$ cat src/rtl/mbce_pkg.sv
`timescale 1ns / 1ps
// ----------------------------------------------------------------------------
// Monochrome color expansion package
// Register indexes, the configuration register bundle and the size clamp
// shared by the color expansion blit modules.
// ----------------------------------------------------------------------------
package mbce_pkg;

	// Configuration register indexes.
	typedef enum logic [2:0] {
		REG_FG_COLOR = 3'd0,
		REG_BG_COLOR = 3'd1,
		REG_CLIP_X   = 3'd2,
		REG_CLIP_Y   = 3'd3,
		REG_CLIP_W   = 3'd4,
		REG_CLIP_H   = 3'd5,
		REG_FB_WIDTH = 3'd6
	} reg_index_t;

	localparam int IdxW   = 3;
	localparam int DataW  = 24;
	localparam int ColorW = 24;
	localparam int PosW   = 12;
	localparam int DimW   = 13;
	localparam int AddrW  = 26;

	localparam logic [ColorW-1:0] FgColorRst = 24'hFFFFFF;
	localparam logic [ColorW-1:0] BgColorRst = 24'h000000;
	localparam logic [DimW-1:0]   ClipWRst   = 13'd1024;
	localparam logic [DimW-1:0]   ClipHRst   = 13'd768;
	localparam logic [DimW-1:0]   FbWidthRst = 13'd1024;

	// Operation codes of a command beat.
	localparam logic OP_START = 1'b0;
	localparam logic OP_DATA  = 1'b1;

	// Live configuration handed from the register file to the engine.
	typedef struct packed {
		logic [ColorW-1:0] fg_color;
		logic [ColorW-1:0] bg_color;
		logic [PosW-1:0]   clip_x;
		logic [PosW-1:0]   clip_y;
		logic [DimW-1:0]   clip_w;
		logic [DimW-1:0]   clip_h;
		logic [DimW-1:0]   fb_width;
	} cfg_regs_t;

	// Clamp a requested size to the room left in the window, then to the limit.
	function automatic logic [DimW-1:0] clamp_size(
		input logic [DimW-1:0] win,
		input logic [PosW-1:0] pos,
		input logic [DimW-1:0] req,
		input logic [DimW:0]   lim
	);
		logic [DimW-1:0] room;
		logic [DimW-1:0] s;
		room = ({1'b0, pos} >= win) ? '0 : (win - {1'b0, pos});
		s = (req < room) ? req : room;
		if ({1'b0, s} > lim) begin
			s = lim[DimW-1:0];
		end
		return s;
	endfunction

endpackage

$ cat src/rtl/mbce_cmd_if.sv
`timescale 1ns / 1ps
// ----------------------------------------------------------------------------
// Command channel interface
// Carries start and pattern data beats into the blit.
// ----------------------------------------------------------------------------
interface mbce_cmd_if;
	logic        valid;
	logic        ready;
	logic        op;
	logic [11:0] pos_x;
	logic [11:0] pos_y;
	logic [12:0] bmp_width;
	logic [12:0] bmp_height;
	logic [7:0]  pattern_byte;

	modport source (output valid, op, pos_x, pos_y, bmp_width, bmp_height, pattern_byte,
		input ready);
	modport sink (input valid, op, pos_x, pos_y, bmp_width, bmp_height, pattern_byte,
		output ready);
endinterface

$ cat src/rtl/mbce_pix_if.sv
`timescale 1ns / 1ps
// ----------------------------------------------------------------------------
// Pixel channel interface
// Carries one framebuffer pixel write per beat.
// ----------------------------------------------------------------------------
interface mbce_pix_if;
	logic        valid;
	logic        ready;
	logic [25:0] byte_address;
	logic [7:0]  red;
	logic [7:0]  green;
	logic [7:0]  blue;
	logic        last_pixel;

	modport source (output valid, byte_address, red, green, blue, last_pixel, input ready);
	modport sink (input valid, byte_address, red, green, blue, last_pixel, output ready);
endinterface

$ cat src/rtl/mbce_cfg_if.sv
`timescale 1ns / 1ps
// ----------------------------------------------------------------------------
// Configuration write interface
// Carries one register write per beat.
// ----------------------------------------------------------------------------
interface mbce_cfg_if;
	logic                       valid;
	logic                       ready;
	logic [mbce_pkg::IdxW-1:0]  index;
	logic [mbce_pkg::DataW-1:0] data;

	modport source (output valid, index, data, input ready);
	modport sink (input valid, index, data, output ready);
endinterface

$ cat src/rtl/mono_bitmap_color_expand.sv
`timescale 1ns / 1ps
// Each pixel is registered in the output stage. Pixels issue one per cycle unless the
// pixel port stalls; a data beat holds the engine for its eight pixels, fewer at the
// bitmap end, and the next beat is taken in the cycle its last pixel issues. A start
// beat holds off commands for the row base multiply; a beat with no bitmap open issues
// no pixels. Reset is asynchronous, active low, and leaves no bitmap open.
// ----------------------------------------------------------------------------
// Monochrome bitmap color expansion blit
// Expands one-bit-per-pixel pattern bytes into clipped RGB framebuffer writes.
// ----------------------------------------------------------------------------
module mono_bitmap_color_expand #(
	parameter int MAX_DIM = 4096
) (
	input  logic       clk,
	input  logic       arst_n,
	mbce_cfg_if.sink   cfg,
	mbce_cmd_if.sink   cmd,
	mbce_pix_if.source pix
);

	mbce_pkg::cfg_regs_t regs;

	// Configuration registers.
	mbce_cfg u_cfg (
		.clk    (clk),
		.arst_n (arst_n),
		.cfg    (cfg),
		.regs   (regs)
	);

	// Bitmap walk and pixel expansion.
	mbce_engine #(
		.MAX_DIM (MAX_DIM)
	) u_engine (
		.clk    (clk),
		.arst_n (arst_n),
		.regs   (regs),
		.cmd    (cmd),
		.pix    (pix)
	);

endmodule

$ cat src/rtl/mbce_cfg.sv
`timescale 1ns / 1ps
// ----------------------------------------------------------------------------
// Configuration register file
// Holds colors, clip window and framebuffer line length.
// ----------------------------------------------------------------------------
module mbce_cfg (
	input  logic                  clk,
	input  logic                  arst_n,
	mbce_cfg_if.sink              cfg,
	output mbce_pkg::cfg_regs_t   regs
);

	mbce_pkg::cfg_regs_t regs_q;

	// Writes are always taken.
	assign cfg.ready = 1'b1;
	assign regs      = regs_q;

	// Register writes; unknown indexes are ignored.
	always_ff @(posedge clk or negedge arst_n) begin
		if (!arst_n) begin
			regs_q.fg_color <= mbce_pkg::FgColorRst;
			regs_q.bg_color <= mbce_pkg::BgColorRst;
			regs_q.clip_x   <= '0;
			regs_q.clip_y   <= '0;
			regs_q.clip_w   <= mbce_pkg::ClipWRst;
			regs_q.clip_h   <= mbce_pkg::ClipHRst;
			regs_q.fb_width <= mbce_pkg::FbWidthRst;
		end else if (cfg.valid) begin
			case (cfg.index)
				mbce_pkg::REG_FG_COLOR: regs_q.fg_color <= cfg.data;
				mbce_pkg::REG_BG_COLOR: regs_q.bg_color <= cfg.data;
				mbce_pkg::REG_CLIP_X:   regs_q.clip_x   <= cfg.data[mbce_pkg::PosW-1:0];
				mbce_pkg::REG_CLIP_Y:   regs_q.clip_y   <= cfg.data[mbce_pkg::PosW-1:0];
				mbce_pkg::REG_CLIP_W:   regs_q.clip_w   <= cfg.data[mbce_pkg::DimW-1:0];
				mbce_pkg::REG_CLIP_H:   regs_q.clip_h   <= cfg.data[mbce_pkg::DimW-1:0];
				mbce_pkg::REG_FB_WIDTH: regs_q.fb_width <= cfg.data[mbce_pkg::DimW-1:0];
				default: ;
			endcase
		end
	end

endmodule

$ cat src/rtl/mbce_engine.sv
`timescale 1ns / 1ps
// ----------------------------------------------------------------------------
// Pixel expansion engine
// Tracks the bitmap walk and turns each pattern byte into pixel beats,
// one per cycle unless the output stalls, into a registered output stage.
// ----------------------------------------------------------------------------
module mbce_engine #(
	parameter int MAX_DIM = 4096
) (
	input  logic                clk,
	input  logic                arst_n,
	input  mbce_pkg::cfg_regs_t regs,
	mbce_cmd_if.sink            cmd,
	mbce_pix_if.source          pix
);

	localparam int DimW  = mbce_pkg::DimW;
	localparam int AddrW = mbce_pkg::AddrW;
	localparam logic [DimW:0] MaxDim = (DimW + 1)'(MAX_DIM);

	// Bitmap walk state.
	logic [DimW-1:0]  origin_x_q, origin_y_q, eff_w_q, eff_h_q, col_q, row_q;
	logic             active_q, base_pend_q;
	logic [AddrW-1:0] row_base_q, cur_q;

	// Pattern byte being expanded.
	logic             busy_q;
	logic [7:0]       pat_q;
	logic [2:0]       bit_q;

	// Output stage.
	logic             out_valid_q, last_q;
	logic [AddrW-1:0] addr_q;
	logic [23:0]      color_q;

	logic             out_free, emit, drop, eng_done;
	logic             accept, start, data;
	logic [DimW:0]    col_nxt, row_nxt;
	logic             wrap, fin;
	logic [AddrW-1:0] base_calc, next_base;

	// Pixel issue control.
	assign out_free = !out_valid_q || pix.ready;
	assign emit     = busy_q && active_q && out_free;
	assign drop     = busy_q && !active_q;
	assign col_nxt  = {1'b0, col_q} + 1'b1;
	assign row_nxt  = {1'b0, row_q} + 1'b1;
	assign wrap     = col_nxt >= {1'b0, eff_w_q};
	assign fin      = wrap && (row_nxt >= {1'b0, eff_h_q});
	assign eng_done = drop || (emit && ((bit_q == 3'd7) || fin));

	// Command acceptance.
	assign cmd.ready = !base_pend_q && (!busy_q || eng_done);
	assign accept    = cmd.valid && cmd.ready;
	assign start     = accept && (cmd.op == mbce_pkg::OP_START);
	assign data      = accept && (cmd.op == mbce_pkg::OP_DATA);

	// Pixel index of the bitmap origin, and of the next row start.
	assign base_calc = AddrW'(regs.fb_width) * AddrW'(origin_y_q)
		+ {{(AddrW - DimW){1'b0}}, origin_x_q};
	assign next_base = row_base_q + {{(AddrW - DimW){1'b0}}, regs.fb_width};

	// Bitmap walk: a start beat loads it, the following cycle forms the base
	// pixel index, and each issued pixel advances it.
	always_ff @(posedge clk or negedge arst_n) begin
		if (!arst_n) begin
			origin_x_q  <= '0;
			origin_y_q  <= '0;
			eff_w_q     <= '0;
			eff_h_q     <= '0;
			col_q       <= '0;
			row_q       <= '0;
			active_q    <= 1'b0;
			base_pend_q <= 1'b0;
			row_base_q  <= '0;
			cur_q       <= '0;
		end else if (start) begin
			origin_x_q  <= DimW'({1'b0, regs.clip_x} + {1'b0, cmd.pos_x});
			origin_y_q  <= DimW'({1'b0, regs.clip_y} + {1'b0, cmd.pos_y});
			eff_w_q     <= mbce_pkg::clamp_size(regs.clip_w, cmd.pos_x, cmd.bmp_width, MaxDim);
			eff_h_q     <= mbce_pkg::clamp_size(regs.clip_h, cmd.pos_y, cmd.bmp_height, MaxDim);
			active_q    <= (mbce_pkg::clamp_size(regs.clip_w, cmd.pos_x, cmd.bmp_width,
				MaxDim) != '0) && (mbce_pkg::clamp_size(regs.clip_h, cmd.pos_y,
				cmd.bmp_height, MaxDim) != '0);
			col_q       <= '0;
			row_q       <= '0;
			base_pend_q <= 1'b1;
		end else if (base_pend_q) begin
			row_base_q  <= base_calc;
			cur_q       <= base_calc;
			base_pend_q <= 1'b0;
		end else if (emit) begin
			if (wrap) begin
				col_q      <= '0;
				row_q      <= row_nxt[DimW-1:0];
				row_base_q <= next_base;
				cur_q      <= next_base;
				if (fin) begin
					active_q <= 1'b0;
				end
			end else begin
				col_q <= col_nxt[DimW-1:0];
				cur_q <= cur_q + 1'b1;
			end
		end
	end

	// Pattern byte holder, shifted out MSB first.
	always_ff @(posedge clk or negedge arst_n) begin
		if (!arst_n) begin
			busy_q <= 1'b0;
			pat_q  <= '0;
			bit_q  <= '0;
		end else if (data) begin
			busy_q <= 1'b1;
			pat_q  <= cmd.pattern_byte;
			bit_q  <= '0;
		end else if (eng_done) begin
			busy_q <= 1'b0;
		end else if (emit) begin
			pat_q <= {pat_q[6:0], 1'b0};
			bit_q <= bit_q + 1'b1;
		end
	end

	// Output stage: three bytes per pixel, color chosen by the pattern bit.
	always_ff @(posedge clk or negedge arst_n) begin
		if (!arst_n) begin
			out_valid_q <= 1'b0;
		end else if (emit) begin
			out_valid_q <= 1'b1;
		end else if (pix.ready) begin
			out_valid_q <= 1'b0;
		end
	end

	always_ff @(posedge clk) begin
		if (emit) begin
			addr_q  <= {cur_q[AddrW-2:0], 1'b0} + cur_q;
			color_q <= pat_q[7] ? regs.fg_color : regs.bg_color;
			last_q  <= fin;
		end
	end

	assign pix.valid        = out_valid_q;
	assign pix.byte_address = addr_q;
	assign pix.red          = color_q[23:16];
	assign pix.green        = color_q[15:8];
	assign pix.blue         = color_q[7:0];
	assign pix.last_pixel   = last_q;

endmodule

$ cat src/flat_wrapper.sv
// flat-port wrapper written by rule: the top's interface ports become plain ports
module mono_bitmap_color_expand_flat 
#(
	parameter int MAX_DIM = 4096
)
  (clk, arst_n, cfg_valid, cfg_index, cfg_data, cfg_ready, cmd_valid, cmd_op, cmd_pos_x, cmd_pos_y, cmd_bmp_width, cmd_bmp_height, cmd_pattern_byte, cmd_ready, pix_valid, pix_byte_address, pix_red, pix_green, pix_blue, pix_last_pixel, pix_ready);
  mbce_cfg_if cfg_i ();
  mbce_cmd_if cmd_i ();
  mbce_pix_if pix_i ();
  input  logic clk;
  input  logic arst_n;
  input wire logic [$bits(cfg_i.valid)-1:0] cfg_valid;
  input wire logic [$bits(cfg_i.index)-1:0] cfg_index;
  input wire logic [$bits(cfg_i.data)-1:0] cfg_data;
  output wire logic [$bits(cfg_i.ready)-1:0] cfg_ready;
  input wire logic [$bits(cmd_i.valid)-1:0] cmd_valid;
  input wire logic [$bits(cmd_i.op)-1:0] cmd_op;
  input wire logic [$bits(cmd_i.pos_x)-1:0] cmd_pos_x;
  input wire logic [$bits(cmd_i.pos_y)-1:0] cmd_pos_y;
  input wire logic [$bits(cmd_i.bmp_width)-1:0] cmd_bmp_width;
  input wire logic [$bits(cmd_i.bmp_height)-1:0] cmd_bmp_height;
  input wire logic [$bits(cmd_i.pattern_byte)-1:0] cmd_pattern_byte;
  output wire logic [$bits(cmd_i.ready)-1:0] cmd_ready;
  output wire logic [$bits(pix_i.valid)-1:0] pix_valid;
  output wire logic [$bits(pix_i.byte_address)-1:0] pix_byte_address;
  output wire logic [$bits(pix_i.red)-1:0] pix_red;
  output wire logic [$bits(pix_i.green)-1:0] pix_green;
  output wire logic [$bits(pix_i.blue)-1:0] pix_blue;
  output wire logic [$bits(pix_i.last_pixel)-1:0] pix_last_pixel;
  input wire logic [$bits(pix_i.ready)-1:0] pix_ready;
  assign cfg_i.valid = cfg_valid;
  assign cfg_i.index = cfg_index;
  assign cfg_i.data = cfg_data;
  assign cfg_ready = cfg_i.ready;
  assign cmd_i.valid = cmd_valid;
  assign cmd_i.op = cmd_op;
  assign cmd_i.pos_x = cmd_pos_x;
  assign cmd_i.pos_y = cmd_pos_y;
  assign cmd_i.bmp_width = cmd_bmp_width;
  assign cmd_i.bmp_height = cmd_bmp_height;
  assign cmd_i.pattern_byte = cmd_pattern_byte;
  assign cmd_ready = cmd_i.ready;
  assign pix_valid = pix_i.valid;
  assign pix_byte_address = pix_i.byte_address;
  assign pix_red = pix_i.red;
  assign pix_green = pix_i.green;
  assign pix_blue = pix_i.blue;
  assign pix_last_pixel = pix_i.last_pixel;
  assign pix_i.ready = pix_ready;
  mono_bitmap_color_expand #(.MAX_DIM(MAX_DIM)) u_core (.clk(clk), .arst_n(arst_n), .cfg(cfg_i), .cmd(cmd_i), .pix(pix_i));
endmodule
$ cat config.mk
export PLATFORM = sky130hd
export DESIGN_NAME = mono_bitmap_color_expand_flat
export DESIGN_NICKNAME = d
export VERILOG_FILES = /design/src/rtl/mbce_pkg.sv /design/src/rtl/mbce_cmd_if.sv /design/src/rtl/mbce_pix_if.sv /design/src/rtl/mbce_cfg_if.sv /design/src/rtl/mono_bitmap_color_expand.sv /design/src/rtl/mbce_cfg.sv /design/src/rtl/mbce_engine.sv /design/src/flat_wrapper.sv
export SDC_FILE = /design/constraint.sdc
export NUM_CORES = 1
export LEC_CHECK = 0
export ABC_AREA = 1
export BUFFER_PORTS_ARGS = -buffer_cell sky130_fd_sc_hd__buf_4
export CAP_MARGIN = 20
export CORE_MARGIN = 5
export CORE_UTILIZATION = 55
export CTS_BUF_LIST = sky130_fd_sc_hd__clkbuf_4
export DETAILED_ROUTE_END_ITERATION = 7
export PLACE_DENSITY = 0.77
export SLEW_MARGIN = 20
export SYNTH_ARGS = -nofsm -noshare
export SYNTH_HDL_FRONTEND = slang
export SYNTH_HIERARCHICAL = 1
export SYNTH_SLANG_ARGS = --single-unit
$ cat constraint.sdc
create_clock -name clk -period 7.7 [get_ports clk]
set_input_delay 1.54 -clock clk [delete_from_list [all_inputs] [get_ports clk]]
set_output_delay 1.54 -clock clk [all_outputs]
set_load 0.02 [all_outputs]
==> metrics.md, run 1 <==
| Metric | Value |
|---|---|
| Synthesis-stage register bit count | 307 |
| Worst-Margin Slew | 0.939 ns |
| Setup bufs post-CTS | 0 |
| I/O pin cnt | 145 |
| Chip Height | 224 um |
| Final setup fails | 0 |
| Fmax | 0.158 GHz |
| Largest family of logic cells by synthesized area | simple AND/OR/NAND/NOR gates |
| Required time of the critical path | 8.35 ns |
| Setup CP Type | register to register |
| Comb power frac | 0.675 |
| Total Neg Setup Slack | 0 ns |
| Cell row count | 78 |
| Vias in the first global route | 22.0k |
| Starting density of the core | 0.556 |
| Yosys warns | 6 |
| Die area | 50400 um^2 |
| CTS sink cnt | 307 |
| Final Hold Viols | 0 |
| RSZ-0062 raised after global routing | false |
| Die width | 224 um |
| Critical Path Source Type | register |
| Dpl hpwl | 48000 um |
| Iteration-0 DRC Markers | 1370 |
| Largest net degree at the start of global routing | 145 |
| Layout Cells excl Fill | 4041 |
| Post-CTS sizing | 0 |
| Synth area leader | dfrtp_1 |
| I/O Buffers | 143 |
| GRT busiest layer | met2 |
| Core Area | 45500 um^2 |
| Design Area, Final | 27800 um^2 |
| Yosys top cell area share | 0.226 |
| Routed Antenna Nets | 0 |
| Arr. time, crit path | 6.96 ns |
| Root Driver | clkbuf_4 |
| Area delta synth->final | 9.93% |
| H-tree lvl count | 3 |
| Simple-gate share of the synthesized area | 0.230 |
| Share of cells above drive strength 1 | 0.112 |
| Clock Skews | 0.0631 ns |
| Top post-synthesis cells by count | nand2_1, inv_1, ha_1 |
| Worst-path fanout max | 14 |
| Number of max-cap violations | 0 |
| Wire length of the first global-routing pass | 107000 um |
| Routed vias | 21.6k |
| Slew Limit Fails | 0 |
| # DRC | 0 |
| Final Util | 0.611 |
| Outcome | finished clean |
| Mapped Cells | 3242 |
| Post-synthesis sequential area ratio | 0.315 |
| Seq pwr share | 0.215 |
| Fin crit share | 0.819 |
| Avg Cell Area, Syn | 7.80 um^2 |
| Clk network pwr share | 0.111 |
| LEAKAGE | 15.0 nW |
| # fillers | 4101 |
| Total grt overflow | 0 |
| Syn Nets | 3698 |
| CTS Buf Count | 83 |
| Mux share of post-synthesis cell area | 0.0107 |
| Vias per std cell | 5.34 |
| Total Wirelength | 63800 um |
| WL/cell | 15.8 um |
| Dominant cells by area after synthesis | dfrtp_1, nand2_1, ha_1, fa_1, inv_1 |
| Worst-Skew Late Latency | 0.82 ns |
| Clk buf depth | 3 |
| Post-Syn Area | 25300 um^2 |
| Top_reg_cell synth | dfrtp_1 |
| DP Area | 26700 um^2 |
| Design Power | 13.3 mW |
| Post-synth EDFFs | 51 |
| Final-stage net count | 3828 |
| Worst IR Drop VDD | 0.597 mV |
| Int Power | 6.40 mW |
| Clock slew at reported path FFs | 0.08 ns |
| Sw Pwr | 6.90 mW |
| All-Layer GR Usage | 0.257 |
| GP Congestion | 0.977 |
| TritonRoute pass-1 iters | 6 |
| Synth Area in Adders | 0.221 |
| Distinct cells, synth | 52 |
| P per Cell Area | 478 nW/um^2 |
| Sw frac | 0.519 |
| Antenna violations before repair | 3 |
| Met2 Usage GRT | 0.435 |
| Critical path endpoint category | register |
| CTS tree | built |
| Post-synthesis compound-gate area fraction | 0.0899 |
| # hold bufs at CTS | 0 |
| Placed Cells | 3887 |
| Relative slew slack | 0.373 |
| Most frequent cell after synthesis | nand2_1 |
| Min-delay worst type | register to register |
| Ys async rst share | 0.834 |
| Met3 usage | 0.0564 |
| Met1 Use GR | 0.324 |
| XOR/XNOR share of the synthesized area | 0.0398 |
| Crit path time final | 6.31 ns |
## worst max-delay path: stages (launching register included)
cell and delay (ns):
dfrtp_1 0.60, nand2_1 0.15, inv_1 0.06, fa_1 0.53, inv_1 0.05, fa_1 0.52
inv_1 0.05, fa_1 0.49, inv_1 0.05, fa_1 0.47, inv_1 0.06, fa_1 0.53
inv_1 0.06, fa_1 0.50, inv_1 0.04, ha_1 0.35, nand2_1 0.09, nor2_1 0.07
nand2_1 0.06, o211ai_1 0.12, a31oi_1 0.23, inv_1 0.10, a21oi_1 0.23, o21ai_0 0.13
o21ai_0 0.29, o21ai_0 0.14, nand2_1 0.08, nand2_1 0.05
## registers in the layout, indices dropped and copies added, names as in the netlist, 13 cells and up
| register | count |
|---|---|
| u_core/u_engine/origin_y_q | 13 |
| u_core/u_engine/row_base_q | 26 |
| u_core/u_engine/eff_w_q | 13 |
| u_core/u_engine/origin_x_q | 13 |
| u_core/u_engine/pix.byte_address | 26 |
| u_core/u_engine/eff_h_q | 13 |
| u_core/u_engine/col_q | 13 |
| u_core/u_engine/cur_q | 26 |
| u_core/u_cfg/regs | 111 |
| u_core/u_engine/row_q | 13 |
| u_core/u_engine/color_q | 24 |
## power groups by stage
stage	Clock [mW]	Combinational [mW]	Sequential, mW
floorplan	0	6.82	2.78
global placement	0	8.79	2.87
detailed placement	0	8.96	2.87
CTS	1.53	8.99	2.85
global route	1.61	10.4	2.93
finish	1.47	8.97	2.86
## per-stage QoR
stage               worst slack [ns]  hold WS (ns)
CTS                             1.44         0.463
detailed placement              1.47         0.453
floorplan                       1.96         0.438
finish                          1.39         0.461
global placement                1.55         0.449
global route                   0.951         0.475
## per-layer routing
layer,vias up,share of wire,routed length (um)
li1,10600,-,-
met1,10100,0.42,26600
met2,693,0.48,30400
met3,147,0.071,4540
met4,2,0.034,2190
met5,-,0.00020,13
## logic make-up after synthesis
kind of cell | Yosys count
XOR/XNOR | 115
other | 1
AO/OA/AOI/OAI | 423
adder cells (fa/ha/maj) | 365
AND/OR/NAND/NOR | 1402
flip-flops | 307
buffers and inverters | 605
multiplexers | 24
## cells in the final DEF (no fill, tap or decap), types with 5 or more instances in the layout
| cell | count |
|---|---|
| nand2_1 | 981 |
| inv_1 | 482 |
| ha_1 | 229 |
| dfrtp_1 | 228 |
| nand3_1 | 191 |
| o21ai_0 | 171 |
| buf_4 | 151 |
| a21oi_1 | 150 |
| fa_1 | 136 |
| nor2_1 | 127 |
| clkbuf_4 | 121 |
| xor2_1 | 72 |
| edfxtp_1 | 51 |
| xnor2_1 | 43 |
| dfstp_2 | 28 |
| o21ai_1 | 28 |
| a31oi_1 | 28 |
| nand4_1 | 25 |
| mux2_2 | 24 |
| clkinv_1 | 21 |
| nand3b_1 | 21 |
| nor3_1 | 18 |
| o211ai_1 | 14 |
| inv_2 | 13 |
| or2_2 | 13 |
| o21bai_1 | 9 |
| nand2_2 | 6 |
| clkinv_2 | 5 |
| nand3_2 | 5 |
| a211oi_1 | 5 |
| o31ai_1 | 5 |
## final timing paths
path	cells after the start	startpoint	slack, ns	to
hold reg to reg	2	u_core/u_cfg/regs[94]	0.46	u_core/u_cfg/regs[94]
max in group asynchronous	2	arst_n	5.53	u_core/u_engine/eff_h_q[7]
setup / recovery	27	u_core/u_engine/origin_y_q[3]	1.39	u_core/u_engine/row_base_q[18]
setup reg to reg	27	u_core/u_engine/origin_y_q[3]	1.39	u_core/u_engine/row_base_q[18]
hold / removal	2	u_core/u_cfg/regs[94]	0.46	u_core/u_cfg/regs[94]
min in group asynchronous	1	arst_n	0.81	u_core/u_engine/cur_q[23]
## cell type report
cell class	instances	area [um^2]	area share
multi-input cells	2330	15000	0.538
repair buffers	153	1170	0.0420
clock buffers	121	908	0.0327
well taps	600	751	0.0270
inverters	497	1870	0.0671
flip-flops and latches	307	7970	0.287
diodes	2	5.00	0.000180
clock inverters	31	166	0.00598
No activity file was read; power rests on OpenSTA's default activity.
==> run 2, diff against run 1 <==
- clock period: 7.7 -> 5.9 ns (I/O delays scaled with it)
==> run 2 against run 1 <==
Effect of this change: critical path depth is 6 lower; count of clock-buffer cells in the layout decreased by 8; global-route usage rose by 0.090 points; setup slack worse by 1.3 ns; die area stayed put.
==> metrics.md, run 2 (same netlist as run 1, synthesis figures left out) <==
| Metric | Value |
|---|---|
| CTS Buf Count | 88 (+6.0%) |
| Outcome | finished clean |
| Critical path endpoint category | register |
| Critical Path Source Type | register |
| Routed vias | 21.9k (+1.6%) |
| Vias in the first global route | 21.7k (-1.7%) |
| Antenna violations before repair | 1 (-2) |
| Root Driver | clkbuf_4 |
| Met3 wire len | 4620 um (+1.8%) |
| Vias per std cell | 5.32 (-0.52%) |
| # fillers | 4008 (-2.3%) |
| Worst setup path startpoint | u_core/u_cfg/regs[10] |
| TritonRoute pass-1 iters | 6 (unchanged) |
| Starting density of the core | 0.556 (unchanged) |
| Max reg flops | 111 (unchanged) |
| Crit path time final | 5.76 ns (-0.546 ns) |
| Slew Limit Fails | 0 (unchanged) |
| H-tree lvl count | 3 (unchanged) |
| Layout Cells excl Fill | 4127 (+2.1%) |
| Commonest non-fill, non-tap cells in the layout | nand2_1, inv_1, ha_1, dfrtp_1, buf_4 |
| Max Used Layer | met4 |
| Arr. time, crit path | 6.46 ns (-0.50 ns) |
| Reg2reg start | u_core/u_cfg/regs[10] |
| I/O pin cnt | 145 (unchanged) |
| CP cell instances | buf_4 -> nand2_1 -> fa_1 -> fa_1 -> inv_1 -> fa_1 -> fa_1 -> fa_1 -> ha_1 -> ha_1 -> a21oi_1 -> o21ai_1 -> a21oi_1 -> nand3_2 -> nand2_1 -> nand3_2 -> a21oi_1 -> o21ai_2 -> o21ai_1 -> nand2_1 -> o21ai_1 |
| Buf/Inv on CP | 2 (-6) |
| Chip Height | 224 um (unchanged) |
| CTS tree | built |
| CTS sink cnt | 307 (unchanged) |
| Area delta synth->final | 14.0% |
| Wire length of the first global-routing pass | 107000 um (about the same) |
| Total Wirelength | 65100 um (+2.1%) |
| Final-stage net count | 3910 (+2.1%) |
| Final setup fails | 0 (unchanged) |
| # DRC | 0 (unchanged) |
| Min-delay worst type | primary input to async pin |
| M1 WL | 26900 um (+1.1%) |
| Final Hold Viols | 0 (unchanged) |
| Slowest cell on the critical path | dfstp_2 |
| I/O Buffers | 143 (unchanged) |
| Required time of the critical path | 6.60 ns (-1.75 ns) |
| Dpl hpwl | 48500 um (+1.1%) |
| Number of max-cap violations | 0 (unchanged) |
| Fin crit share | 0.977 (+0.157) |
| Cell row count | 78 (unchanged) |
| Largest net degree at the start of global routing | 101 (-30%) |
| Most frequent cell on the critical path | fa_1 |
| Clock slew at reported path FFs | 0.07 ns (about the same) |
| All-Layer GR Usage | 0.258 (+0.000904) |
| Total Neg Setup Slack | 0 ns (unchanged) |
| Worst-path fanout max | 8 (-6) |
| Clock Skews | 0.0763 ns (+0.0132 ns) |
| Die width | 224 um (unchanged) |
| Commonest non-fill, non-tap cell in the layout | nand2_1 |
| GP Congestion | 0.946 (-3.2%) |
| Slowest stage delay, CP | 0.58 ns (-0.02 ns) |
| Worst-Skew Late Latency | 0.84 ns (+0.02 ns) |
| WL/cell | 15.8 um (about the same) |
| Routed Antenna Nets | 0 (unchanged) |
| Worst-Margin Slew | 0.956 ns (+0.0168 ns) |
| Setup CP Type | register to register |
| Die area | 50400 um^2 (unchanged) |
| Metal2 WL | 31700 um (+4.0%) |
| Crit path max-delay family | adder cells |
| Relative slew slack | 0.361 (-0.0120) |
| Total grt overflow | 0 (unchanged) |
| RSZ-0062 raised after global routing | true |
| Clk buf depth | 3 (unchanged) |
| Share of cells above drive strength 1 | 0.151 (+0.0390) |
| Fmax | 0.174 GHz (+9.5%) |
| Core Area | 45500 um^2 (unchanged) |
| Placed Cells | 3939 (+1.3%) |
| Iteration-0 DRC Markers | 1504 (+9.8%) |
==> run 2: cell types whose count changed in the layout (fill, tap and decap cells not counted), moves of 14 or more <==
cell,previous run,this run
buf_4,151,211
o21ai_0,171,154
dfrtp_1,228,212
o21ai_1,28,42
dfrtp_2,0,16
==> run 2: metal layers <==
layer | global-route usage | vias up
met5 | 0 | -
met4 | 0.0907 | 0
met3 | 0.0590 | 145
met2 | 0.437 | 734
met1 | 0.327 | 10200
li1 | - | 10800
==> run 2: path summary, 6_finish.rpt <==
kind                                                  end  slack [ns]  depth (start not counted)
setup reg to reg           u_core/u_engine/row_base_q[24]        0.14                         21
setup / recovery           u_core/u_engine/row_base_q[24]        0.14                         21
hold / removal              u_core/u_engine/row_base_q[8]        0.39                          1
max in group asynchronous       u_core/u_engine/col_q[10]        4.12                          2
hold reg to reg                     u_core/u_cfg/regs[90]        0.46                          2
min in group clk                    u_core/u_cfg/regs[90]        0.46                          2
==> run 2: area by class of cell <==
type                            instances  area [um^2]  share of cell area
Antenna cell                            2         5.00            0.000174
Clock buffer                          113          848              0.0294
Inverter                              497         1870              0.0647
Sequential cell                       307         7990               0.277
Clock inverter                         48          274             0.00950
Timing Repair Buffer                  230         1830              0.0636
Multi-Input combinational cell       2330        15300               0.529
Tap cell                              600          751              0.0260
==> run 2: metrics by stage <==
stage | hold slack, ns | area (um^2) | setup slack [ns] | utilization
5_1_grt | 0.374 | 28800 | -0.168 | 0.634
3_3_place_gp | 0.449 | 27100 | 0.0619 | 0.597
4_1_cts | 0.298 | 28300 | 0.0107 | 0.622
6_report | 0.393 | 28800 | 0.136 | 0.634
3_5_place_dp | 0.451 | 27100 | 0.00854 | 0.597
2_1_floorplan | 0.438 | 25300 | 0.162 | -
==> run 2: what timing repair did <==
action,CTS,global route
hold buffers,0,0
endpoints found under the setup margin,1,30
gates resized for setup,2,104
hold endpoints to repair,0,0
pin swaps,0,43
buffers inserted,0,25
Power of run 2 is not shown: default switching activity piles up to over one toggle a cycle in this logic, so the estimate is an artifact.
